==> src/hw/rtl/b2r_pkg.sv <==
`timescale 1ns / 1ps
// ----------------------------------------------------------------------------
// b2r_pkg
// Shared types, letter codes and spelling helpers for the Roman numeral core.
// ----------------------------------------------------------------------------
package b2r_pkg;

  localparam int unsigned ValueW     = 12;
  localparam int unsigned SymbolW    = 7;
  localparam int unsigned MidDepthDef = 2;
  localparam int unsigned OutDepthDef = 2;

  // decimal places, index into bcd_t
  localparam logic [1:0] PlaceUnit = 2'd0;
  localparam logic [1:0] PlaceTens = 2'd1;
  localparam logic [1:0] PlaceHund = 2'd2;
  localparam logic [1:0] PlaceThou = 2'd3;

  localparam logic [SymbolW-1:0] CharI = 7'h49;
  localparam logic [SymbolW-1:0] CharV = 7'h56;
  localparam logic [SymbolW-1:0] CharX = 7'h58;
  localparam logic [SymbolW-1:0] CharL = 7'h4C;
  localparam logic [SymbolW-1:0] CharC = 7'h43;
  localparam logic [SymbolW-1:0] CharD = 7'h44;
  localparam logic [SymbolW-1:0] CharM = 7'h4D;
  localparam logic [SymbolW-1:0] CharNone = 7'h00;

  typedef logic [3:0]       digit_t;
  typedef digit_t [3:0]     bcd_t;   // [3] thousands .. [0] units

  typedef struct packed {
    logic [SymbolW-1:0] symbol;
    logic               last;
    logic               empty_res;
  } res_t;

  function automatic logic [SymbolW-1:0] one_letter(input logic [1:0] p);
    logic [SymbolW-1:0] c;
    case (p)
      PlaceUnit: c = CharI;
      PlaceTens: c = CharX;
      PlaceHund: c = CharC;
      default:   c = CharM;
    endcase
    return c;
  endfunction

  function automatic logic [SymbolW-1:0] five_letter(input logic [1:0] p);
    logic [SymbolW-1:0] c;
    case (p)
      PlaceUnit: c = CharV;
      PlaceTens: c = CharL;
      PlaceHund: c = CharD;
      default:   c = CharM;
    endcase
    return c;
  endfunction

  function automatic logic [SymbolW-1:0] ten_letter(input logic [1:0] p);
    logic [SymbolW-1:0] c;
    case (p)
      PlaceUnit: c = CharX;
      PlaceTens: c = CharC;
      default:   c = CharM;
    endcase
    return c;
  endfunction

  // number of letters a digit spells at a place
  function automatic logic [2:0] digit_len(input digit_t d, input logic [1:0] p);
    logic [2:0] n;
    if (p == PlaceThou) begin
      n = d[2:0];
    end else begin
      case (d)
        4'd1:    n = 3'd1;
        4'd2:    n = 3'd2;
        4'd3:    n = 3'd3;
        4'd4:    n = 3'd2;
        4'd5:    n = 3'd1;
        4'd6:    n = 3'd2;
        4'd7:    n = 3'd3;
        4'd8:    n = 3'd4;
        4'd9:    n = 3'd2;
        default: n = 3'd0;
      endcase
    end
    return n;
  endfunction

  // k-th letter of a digit at a place
  function automatic logic [SymbolW-1:0] digit_letter(input digit_t d, input logic [1:0] p,
                                                      input logic [1:0] k);
    logic [SymbolW-1:0] c;
    if (p == PlaceThou) begin
      c = CharM;
    end else if (d == 4'd4) begin
      c = (k == 2'd0) ? one_letter(p) : five_letter(p);
    end else if (d == 4'd9) begin
      c = (k == 2'd0) ? one_letter(p) : ten_letter(p);
    end else if (d >= 4'd5) begin
      c = (k == 2'd0) ? five_letter(p) : one_letter(p);
    end else begin
      c = one_letter(p);
    end
    return c;
  endfunction

endpackage

==> src/hw/rtl/binary_to_roman_numeral_core.sv <==
`timescale 1ns / 1ps
// Path: a value passes the 12 BCD conversion steps, the digit queue and the
//   back-end load before its first letter reaches the result side.
// Rate: one letter per cycle while the result queue is not full; a new value
//   is taken only once the 12-step converter has pushed the last one.
// Reset: asynchronous active-low rst_ni clears both queues and all control.
// ----------------------------------------------------------------------------
// binary_to_roman_numeral_core
// Converts a 12-bit value into its Roman numeral, one ASCII letter per
// result transaction, with the final letter marked; zero gives one empty item.
// ----------------------------------------------------------------------------
module binary_to_roman_numeral_core #(
  parameter int unsigned MidDepth = b2r_pkg::MidDepthDef,
  parameter int unsigned OutDepth = b2r_pkg::OutDepthDef
) (
  input  logic                         clk_i,
  input  logic                         rst_ni,
  input  logic                         push,
  output logic                         full,
  input  logic [b2r_pkg::ValueW-1:0]   value_i,
  output logic                         empty,
  input  logic                         pop,
  output logic [b2r_pkg::SymbolW-1:0]  symbol_o,
  output logic                         last_o,
  output logic                         empty_res_o
);
  import b2r_pkg::*;

  logic  fr_push, mid_full, mid_empty, mid_pop;
  bcd_t  fr_bcd, mid_bcd;
  logic  out_wr, out_full;
  res_t  out_item, out_head;

  b2r_front u_front (
    .clk_i   (clk_i),
    .rst_ni  (rst_ni),
    .valid_i (push),
    .value_i (value_i),
    .busy_o  (full),
    .push_o  (fr_push),
    .bcd_o   (fr_bcd),
    .full_i  (mid_full)
  );

  b2r_fifo #(
    .Width ($bits(bcd_t)),
    .Depth (MidDepth)
  ) u_mid_fifo (
    .clk_i     (clk_i),
    .rst_ni    (rst_ni),
    .wr_i      (fr_push),
    .wr_data_i (fr_bcd),
    .full_o    (mid_full),
    .rd_i      (mid_pop),
    .rd_data_o (mid_bcd),
    .empty_o   (mid_empty)
  );

  b2r_back u_back (
    .clk_i   (clk_i),
    .rst_ni  (rst_ni),
    .empty_i (mid_empty),
    .bcd_i   (mid_bcd),
    .pop_o   (mid_pop),
    .wr_o    (out_wr),
    .res_o   (out_item),
    .full_i  (out_full)
  );

  b2r_fifo #(
    .Width ($bits(res_t)),
    .Depth (OutDepth)
  ) u_out_fifo (
    .clk_i     (clk_i),
    .rst_ni    (rst_ni),
    .wr_i      (out_wr),
    .wr_data_i (out_item),
    .full_o    (out_full),
    .rd_i      (pop),
    .rd_data_o (out_head),
    .empty_o   (empty)
  );

  assign symbol_o    = out_head.symbol;
  assign last_o      = out_head.last;
  assign empty_res_o = out_head.empty_res;

  a_zero_item: assert property (@(posedge clk_i) disable iff (!rst_ni)
    (!empty && empty_res_o) |-> (last_o && symbol_o == CharNone))
    else $error("zero-value transaction not marked last with null symbol");

  a_letter_ok: assert property (@(posedge clk_i) disable iff (!rst_ni)
    (!empty && !empty_res_o) |-> (symbol_o == CharI || symbol_o == CharV ||
      symbol_o == CharX || symbol_o == CharL || symbol_o == CharC ||
      symbol_o == CharD || symbol_o == CharM))
    else $error("result symbol is not a Roman letter");

  a_mid_pop: assert property (@(posedge clk_i) disable iff (!rst_ni)
    mid_pop |-> !mid_empty)
    else $error("back end popped an empty digit queue");

  a_out_wr: assert property (@(posedge clk_i) disable iff (!rst_ni)
    out_wr |-> !out_full)
    else $error("back end wrote a full result queue");

endmodule

==> src/hw/rtl/b2r_fifo.sv <==
`timescale 1ns / 1ps
// ----------------------------------------------------------------------------
// b2r_fifo
// Small register queue with push/full and pop/empty sides (depth >= 2).
// ----------------------------------------------------------------------------
module b2r_fifo #(
  parameter int unsigned Width = 8,
  parameter int unsigned Depth = 2
) (
  input  logic             clk_i,
  input  logic             rst_ni,
  input  logic             wr_i,
  input  logic [Width-1:0] wr_data_i,
  output logic             full_o,
  input  logic             rd_i,
  output logic [Width-1:0] rd_data_o,
  output logic             empty_o
);

  localparam int unsigned PtrW = (Depth > 1) ? $clog2(Depth) : 1;
  localparam int unsigned CntW = $clog2(Depth + 1);

  logic [Width-1:0] mem_q [Depth];
  logic [PtrW-1:0]  wr_ptr_q, wr_ptr_d, rd_ptr_q, rd_ptr_d;
  logic [CntW-1:0]  cnt_q, cnt_d;
  logic             do_wr, do_rd;

  assign full_o    = (cnt_q == CntW'(Depth));
  assign empty_o   = (cnt_q == '0);
  assign do_wr     = wr_i && !full_o;
  assign do_rd     = rd_i && !empty_o;
  assign rd_data_o = mem_q[rd_ptr_q];

  always_comb begin
    wr_ptr_d = wr_ptr_q;
    rd_ptr_d = rd_ptr_q;
    cnt_d    = cnt_q;
    if (do_wr) begin
      wr_ptr_d = (wr_ptr_q == PtrW'(Depth - 1)) ? '0 : wr_ptr_q + 1'b1;
    end
    if (do_rd) begin
      rd_ptr_d = (rd_ptr_q == PtrW'(Depth - 1)) ? '0 : rd_ptr_q + 1'b1;
    end
    if (do_wr && !do_rd) begin
      cnt_d = cnt_q + 1'b1;
    end else if (do_rd && !do_wr) begin
      cnt_d = cnt_q - 1'b1;
    end
  end

  always_ff @(posedge clk_i or negedge rst_ni) begin
    if (!rst_ni) begin
      wr_ptr_q <= '0;
      rd_ptr_q <= '0;
      cnt_q    <= '0;
    end else begin
      wr_ptr_q <= wr_ptr_d;
      rd_ptr_q <= rd_ptr_d;
      cnt_q    <= cnt_d;
    end
  end

  always_ff @(posedge clk_i) begin
    if (do_wr) begin
      mem_q[wr_ptr_q] <= wr_data_i;
    end
  end

endmodule

==> src/hw/rtl/b2r_front.sv <==
`timescale 1ns / 1ps
// ----------------------------------------------------------------------------
// b2r_front
// Accepts a value and splits it into four BCD digits, one shift-add3 step
// per cycle, then hands the digits to the digit queue.
// ----------------------------------------------------------------------------
module b2r_front (
  input  logic                         clk_i,
  input  logic                         rst_ni,
  input  logic                         valid_i,
  input  logic [b2r_pkg::ValueW-1:0]   value_i,
  output logic                         busy_o,
  output logic                         push_o,
  output b2r_pkg::bcd_t                bcd_o,
  input  logic                         full_i
);
  import b2r_pkg::*;

  typedef enum logic [1:0] {
    FrIdle,
    FrConv,
    FrPush
  } fr_state_e;

  localparam int unsigned StepW = $clog2(ValueW);

  fr_state_e          state_q;
  logic [StepW-1:0]   step_q;
  logic [ValueW-1:0]  bin_q;
  bcd_t               bcd_q;
  bcd_t               adj;

  always_comb begin
    for (int i = 0; i < 4; i++) begin
      adj[i] = (bcd_q[i] >= 4'd5) ? bcd_q[i] + 4'd3 : bcd_q[i];
    end
  end

  assign busy_o = (state_q != FrIdle);
  assign push_o = (state_q == FrPush);
  assign bcd_o  = bcd_q;

  always_ff @(posedge clk_i or negedge rst_ni) begin
    if (!rst_ni) begin
      state_q <= FrIdle;
      step_q  <= '0;
    end else begin
      case (state_q)
        FrIdle: begin
          if (valid_i) begin
            state_q <= FrConv;
            step_q  <= '0;
          end
        end
        FrConv: begin
          step_q <= step_q + 1'b1;
          if (step_q == StepW'(ValueW - 1)) begin
            state_q <= FrPush;
          end
        end
        FrPush: begin
          if (!full_i) begin
            state_q <= FrIdle;
          end
        end
        default: state_q <= FrIdle;
      endcase
    end
  end

  always_ff @(posedge clk_i) begin
    if (state_q == FrIdle && valid_i) begin
      bin_q <= value_i;
      bcd_q <= '0;
    end else if (state_q == FrConv) begin
      {bcd_q, bin_q} <= {adj[3][2:0], adj[2], adj[1], adj[0], bin_q, 1'b0};
    end
  end

endmodule

==> src/hw/rtl/b2r_back.sv <==
`timescale 1ns / 1ps
// ----------------------------------------------------------------------------
// b2r_back
// Takes digit sets from the digit queue and spells them one letter per
// cycle into the result queue while it has room, skipping zero digits.
// ----------------------------------------------------------------------------
module b2r_back (
  input  logic           clk_i,
  input  logic           rst_ni,
  input  logic           empty_i,
  input  b2r_pkg::bcd_t  bcd_i,
  output logic           pop_o,
  output logic           wr_o,
  output b2r_pkg::res_t  res_o,
  input  logic           full_i
);
  import b2r_pkg::*;

  logic       active_q, active_d;
  bcd_t       dig_q;
  logic [1:0] pos_q, pos_d;
  logic [1:0] k_q, k_d;

  logic [3:0] nz_cur, nz_new;
  logic [1:0] next_pos, first_pos;
  logic       found_next, found_first;
  digit_t     cur_digit;
  logic [2:0] cur_len;
  logic       digit_done;

  always_comb begin
    for (int i = 0; i < 4; i++) begin
      nz_cur[i] = (dig_q[i] != '0);
      nz_new[i] = (bcd_i[i] != '0);
    end
  end

  // next nonzero place below the current one
  always_comb begin
    next_pos   = PlaceUnit;
    found_next = 1'b0;
    for (int i = 2; i >= 0; i--) begin
      if (!found_next && (i < pos_q) && nz_cur[i]) begin
        next_pos   = 2'(i);
        found_next = 1'b1;
      end
    end
  end

  // leading nonzero place of a new digit set
  always_comb begin
    first_pos   = PlaceUnit;
    found_first = 1'b0;
    for (int i = 3; i >= 0; i--) begin
      if (!found_first && nz_new[i]) begin
        first_pos   = 2'(i);
        found_first = 1'b1;
      end
    end
  end

  assign cur_digit  = dig_q[pos_q];
  assign cur_len    = digit_len(cur_digit, pos_q);
  assign digit_done = ({1'b0, k_q} + 3'd1) == cur_len;

  always_comb begin
    active_d        = active_q;
    pos_d           = pos_q;
    k_d             = k_q;
    pop_o           = 1'b0;
    wr_o            = 1'b0;
    res_o.symbol    = digit_letter(cur_digit, pos_q, k_q);
    res_o.last      = digit_done && !found_next;
    res_o.empty_res = 1'b0;
    if (!active_q) begin
      if (!empty_i && !full_i) begin
        pop_o = 1'b1;
        if (!found_first) begin
          // zero value: a single flagged transaction
          wr_o            = 1'b1;
          res_o.symbol    = CharNone;
          res_o.last      = 1'b1;
          res_o.empty_res = 1'b1;
        end else begin
          active_d = 1'b1;
          pos_d    = first_pos;
          k_d      = '0;
        end
      end
    end else if (!full_i) begin
      wr_o = 1'b1;
      if (digit_done) begin
        k_d = '0;
        if (found_next) begin
          pos_d = next_pos;
        end else begin
          active_d = 1'b0;
        end
      end else begin
        k_d = k_q + 1'b1;
      end
    end
  end

  always_ff @(posedge clk_i or negedge rst_ni) begin
    if (!rst_ni) begin
      active_q <= 1'b0;
      pos_q    <= '0;
      k_q      <= '0;
    end else begin
      active_q <= active_d;
      pos_q    <= pos_d;
      k_q      <= k_d;
    end
  end

  always_ff @(posedge clk_i) begin
    if (pop_o) begin
      dig_q <= bcd_i;
    end
  end

endmodule

==> config.mk <==
export PLATFORM = sky130hd
export DESIGN_NAME = binary_to_roman_numeral_core
export DESIGN_NICKNAME = d
export VERILOG_FILES = /design/src/hw/rtl/b2r_pkg.sv /design/src/hw/rtl/binary_to_roman_numeral_core.sv /design/src/hw/rtl/b2r_fifo.sv /design/src/hw/rtl/b2r_front.sv /design/src/hw/rtl/b2r_back.sv
export SDC_FILE = /design/constraint.sdc
export NUM_CORES = 1
export LEC_CHECK = 0
export BUFFER_PORTS_ARGS = -buffer_cell sky130_fd_sc_hd__buf_4
export CAP_MARGIN = 25
export CORE_ASPECT_RATIO = 2
export CORE_MARGIN = 8
export CORE_UTILIZATION = 45
export DETAILED_ROUTE_END_ITERATION = 8
export PLACE_DENSITY = 0.65
export SLEW_MARGIN = 20
export SYNTH_ARGS = -nofsm -noshare
export SYNTH_HDL_FRONTEND = slang
export SYNTH_SLANG_ARGS = --single-unit
==> constraint.sdc <==
create_clock -name clk_i -period 2.15 [get_ports clk_i]
set_input_delay 0.3225 -clock clk_i [delete_from_list [all_inputs] [get_ports clk_i]]
set_output_delay 0.3225 -clock clk_i [all_outputs]
set_load 0.01 [all_outputs]
* Yosys cells after proc, flatten, opt, wreduce, memory -nomap -nowiden
Memory sizes are Yosys's and may differ from the RTL's.
Cells that the tools add are included.
** Word-level totals
- Register bits after elaboration :: 63
- Bits in latches :: 0
- Memory bits (writable) :: 50
- Memory bits (read-only) :: 48
- Output and inout port bits :: 11
- Memories kept :: 3
** Operators by class
- Add/subtract/negate cells :: 15
- $mul :: 0
- Divide/modulo/power cells :: 0
- $lt $le $gt $ge :: 9
- Eq/ne operators :: 17
- Shift operators :: 0
- Mux-type cells :: 77
- Bitwise operators :: 0
- Reduce and logical (&&, ||, !) cells :: 56
** Memory list
- (no name shown) :: depth 16, bits a word 3, read ports 1, clocked after memory_dff 0, wr ports 0, RTL line b2r_pkg.sv:75 : case (d)
- u_mid_fifo.mem_q :: depth 2, bits a word 16, read ports 1, clocked after memory_dff 0, wr ports 1, RTL line b2r_fifo.sv:23 : logic [Width-1:0] mem_q [Depth];
- u_out_fifo.mem_q :: depth 2, bits a word 9, read ports 1, clocked after memory_dff 0, wr ports 1, RTL line b2r_fifo.sv:23
** Operator list (number)
- two-way mux 2 bit :: 25
- one-hot mux 5 bit (3 select lines) :: 2
- two-way mux 7 bit :: 4
- nonzero test 4 bit :: 7
- two-way mux 1 bit :: 27
- two-way mux 9 bit :: 3
- two-way mux 12 bit :: 2
- greater-or-equal comparator 4 x 3 -> 1 bit, second input constant :: 5
- two-way mux 4 bit :: 5
- logical AND 1 bit :: 19
- two-way mux 5 bit :: 3
- logical NOT 1 bit :: 14
- nonzero test 2 bit :: 7
- adder 4 x 2 -> 4 bit, second input constant :: 3
- equality test 2 bit, second input constant :: 5
- logical NOT 2 bit :: 5
- inequality test 2 bit, second input constant :: 5
- one-hot mux 5 bit (2 select lines) :: 1
- binary-select mux 4 bit (select 2 bit) :: 1
- equality test 4 bit, second input constant :: 2
- one-hot mux 4 bit (2 select lines) :: 1
- adder 2 x 1 -> 2 bit, second input constant :: 3
- two-way mux 3 bit :: 2
- one-hot mux 2 bit (3 select lines) :: 1
- other kinds (15) :: 22

* Logic depth before layout (Yosys ltp)
An unclocked memory read counts as a cell.
- Word-level depth :: 20
- Mapped depth :: 10
- Gate-level depth less buffers :: 10

* Hierarchy
A second synthesis with hierarchy kept.
** Unflattened totals
- Cells, all modules :: 423
- Area, all modules :: 5262.5 µm²
** By module, submodules not included
- b2r_front :: instances 1, cells each 177, area each 1646.6 µm², seq. area each 830.8 µm²
- b2r_fifo (u_mid_fifo) :: instances 1, cells each 69, area each 1402.6 µm², seq. area each 1061.0 µm²
- b2r_back :: instances 1, cells each 130, area each 1360.1 µm², seq. area each 605.6 µm²
- b2r_fifo (u_out_fifo) :: instances 1, cells each 47, area each 853.3 µm², seq. area each 640.6 µm²

* Worst setup path after synthesis
No wires, ideal clock.
- Path kind :: reg-to-reg
- Start :: reg u_back.pos_q[0]
- End :: mem u_out_fifo.mem_q[0][5] in the netlist's numbering (data pin)
- Library setup time :: 0.283 ns
- Data arrival time :: 1.934 ns
- Required time :: 1.867 ns
- Setup slack :: -0.067 ns
- Stages on the path, launching flop included :: 8
- Period minus slack after synthesis :: 2.217 ns
- Cell sequence :: dfrtp_1 buf_4 mux4_2 nor2_1 nand2_1 o31a_1 a211oi_1 a311oi_1
** RTL lines
- from (decl) :: RTL line b2r_back.sv:21 : logic [1:0] pos_q, pos_d;
- from (signal assigned) :: RTL line b2r_back.sv:112 : pos_q <= pos_d;
- to (decl) :: RTL line b2r_fifo.sv:23

==> summary.txt <==
Failing checks: setup timing
Worst R2R Setup Slack: -110 ps
Maximum clock path buffer count: 2
# clock sinks: 111
Worst Clk Skew: 5.161 ps
Worst Tran Pin Value: 526.4 ps
Top FF cell, synth: edfxtp_1
Post-synth ARST share: 0.1712
Die Wd: 92.16 microns
Number of detailed-route iterations in the first pass: 6
DRT antenna net count: 0
Largest net degree at the start of global routing: 31
CP max stage cell: mux4_2
Via Count: 3545
Critical path arrival: 2350 ps
Core area: 11290 sq um
FF-to-FF path depth: 7
Reg clk slew, reported paths: 70 ps
CTS tree: yes
RSZ-0062 raised after global routing: true
Final core utilization: 0.5555
Internal power: 0.005969 W
Vias per cell: 5.396
Max_cap viols: 0
DIE HEIGHT: 168.3 microns
Number of library cell types mapped by synthesis: 53
DRC: 0
P_sw: 0.003507 W
Final Cell Area: 6270 sq um
Initial antenna violation count: 0
Worst EP required: 2240 ps
Mapped Cells: 452
Die area: 15510 sq um
Share of layout cells above drive strength 1: 0.2777
Final hold vios: 0
Worst hold path class: in -> reg
H-tree depth: 3
Routed WL per cell: 15.73 microns
Dpl cell area: 5773 sq um
Critical path startpoint: u_back.pos_q[0]
Max IR drop VDD: 0.8114 mV
Dpl hpwl: 7811 microns
Crit Path Class: reg -> reg
Post-Syn Nets: 481
Global-route wire length before repair: 17340 microns
CP Buf/Inv Count: 0
Minimum clock period: 2260 ps
Cell chain of the critical path: mux4_2, and3b_2, a21oi_1, nor2_1, a211oi_1, a211o_1, a21oi_1
Mapped Area: 5220 sq um
Post-synth EDFFs: 76
Slew margin rel.: 0.6466
Layout Nets: 539
IO buf count: 25
Critical register-to-register path startpoint: u_back.pos_q[0]
Clock share of power: 0.163
CP Depth: 7
Most frequent CP cell: a21oi_1
Routability cong.: 0.8865
P_leak: 2.363 nW
Root Buffer: clkbuf_16
Commonest non-fill, non-tap cell in the layout: edfxtp_1
Placement Rows: 55
Synth-to-Final Area Change: 20.11%
Status: finished with violations
Yosys reg bits: 111
Final worst path period share: 1.051
Worst setup EP type: flop
Pwr dens: 1511 nW/um^2
Drt initial violations: 117
Worst hold margin: 235.4 ps
Num CTS Buffers: 9
RR Endpoint: u_out_fifo.mem_q[1][3]
Setup ws final: -109.7 ps
Top-Level Pins: 27
Later-pin clock latency in the skew report: 340 ps
Post-synthesis sequential area ratio: 0.5896
Switching share of power: 0.3701
Worst Setup EP: u_out_fifo.mem_q[1][3]
CP Launch Type: flop
Slew Limit Fails: 0
Fill cell count: 998
Diodes inserted: 0
Max stage delay on crit path: 630 ps
Global route overflow: 0
Crit Path Max Fanout: 8
Vias in the first global route: 3836
Flop pwr share: 0.394
Synth warn: 0
Most frequent cells in the layout: edfxtp_1, buf_4, nand2_1
Global Route Usage Sum: 0.1407
WL final: 10330 microns
Achievable Freq: 442.5 MHz
Part of the power in combinational logic: 0.443
Mean post-synth cell area: 11.55 sq um
Starting density of the core: 0.4625
Crit path max-delay family: multiplexers
Final setup violation count: 13
Yosys cell counts, types with 2 or more instances:
master | n | area [sq um]
buf_4 | 2 | 15.01
inv_1 | 24 | 90.09
mux2_2 | 26 | 292.8
nor2_1 | 32 | 120.1
clkbuf_1 | 13 | 48.80
nand3_1 | 19 | 95.09
nor4_1 | 9 | 56.30
or4_1 | 3 | 22.52
nor3_1 | 2 | 10.01
xor2_1 | 6 | 52.55
a211oi_1 | 2 | 15.01
a21oi_1 | 20 | 100.1
o31ai_1 | 3 | 22.52
dfrtp_1 | 19 | 475.5
and3b_1 | 2 | 17.52
a31oi_1 | 3 | 18.77
and2_1 | 5 | 31.28
edfxtp_1 | 76 | 2282
nand2b_1 | 9 | 56.30
nand3b_1 | 2 | 15.01
ha_1 | 13 | 162.7
or2_1 | 2 | 12.51
o21ai_0 | 38 | 190.2
nand4_1 | 3 | 18.77
mux2i_1 | 3 | 30.03
mux4_2 | 4 | 90.09
and3_1 | 2 | 12.51
nand2_1 | 51 | 191.4
nor2b_1 | 8 | 50.05
xnor2_1 | 12 | 105.1
dfxtp_1 | 16 | 320.3
o22ai_1 | 2 | 12.51
registers in the layout, summed over array words and instances (netlist names), 4 cells and up:
register / flops
u_front.step_q: 4
u_back.dig_q: 16
u_front.bcd_o: 16
u_out_fifo.mem_q: 16
u_front.bin_q: 12
u_mid_fifo.mem_q: 32
timing repair:
item	in CTS	in global routing
endpoints found under the setup margin	34	35
buffers inserted	3	4
resized for setup	11	34
pin swaps	12	19
hold endpoints to repair	19	0
hold buffers	1	0
power by group through the flow:
stage / clock network (W) / registers [W] / logic (W)
6_report: 0.00155 / 0.00373 / 0.00419
5_1_grt: 0.00166 / 0.00383 / 0.00466
4_1_cts: 0.00159 / 0.00373 / 0.00397
3_5_place_dp: 0 / 0.00377 / 0.00384
3_3_place_gp: 0 / 0.00372 / 0.00370
2_1_floorplan: 0 / 0.00355 / 0.00284
through the flow:
step	setup WS, ps	setup TNS, ps	total power, W	std cells
finish	-109.7	-1037	0.009476	657
global route	-227.9	-4154	0.01014	657
CTS	-86.22	-654.4	0.009282	654
detailed placement	-137.2	-1930	0.007606	634
global placement	-88.93	-651.6	0.007416	634
floorplan	6.484	0	0.006389	452
cell type report:
| cell class | count | area (sq um) | share of cell area |
|---|---|---|---|
| sequential | 111 | 3079 | 0.4911 |
| multi-input combinational | 299 | 2128 | 0.3395 |
| timing repair buffer | 65 | 516.7 | 0.08242 |
| clock buffer | 12 | 246.5 | 0.03931 |
| tap | 142 | 177.7 | 0.02834 |
| inverter | 24 | 90.09 | 0.01437 |
| clock inverter | 4 | 31.28 | 0.004989 |
how the worst min path moves through the flow:
stage          startpoint                end  cells after the start
6_report       value_i[9]   u_front.bin_q[9]                      3
2_1_floorplan      rst_ni    u_back.active_q                      0
3_3_place_gp       rst_ni  u_front.step_q[3]                      1
3_5_place_dp       rst_ni  u_front.step_q[3]                      1
4_1_cts        value_i[8]   u_front.bin_q[8]                      3
5_1_grt        value_i[5]   u_front.bin_q[5]                      3
logic make-up after synthesis:
| kind of cell | after synthesis | synth area share |
|---|---|---|
| AND/OR/NAND/NOR | 153 | 0.1462 |
| flip-flops | 111 | 0.5896 |
| AO/OA/AOI/OAI | 81 | 0.08965 |
| buffers and inverters | 42 | 0.03332 |
| multiplexers | 33 | 0.07910 |
| XOR/XNOR | 18 | 0.03020 |
| adder cells (fa/ha/maj) | 13 | 0.03116 |
| other | 1 | 0.0007184 |
tightest hold or removal path, delay by kind of cell:
| family | cells | cell delay, ps |
|---|---|---|
| buffers and inverters | 1 | 70 |
| AND/OR/NAND/NOR | 2 | 80 |
metal layers:
metal  global-route usage  up-vias  wire length (microns)  share of wire
met5                    0        -                      0              0
met4              0.09463        0                    546          0.053
met3              0.03163       33                    291          0.028
met2               0.2797       72                   6058           0.59
met1               0.1145     1703                   3437           0.33
li1                     -     1737                      -              -
(Power assumes the default switching activity.)
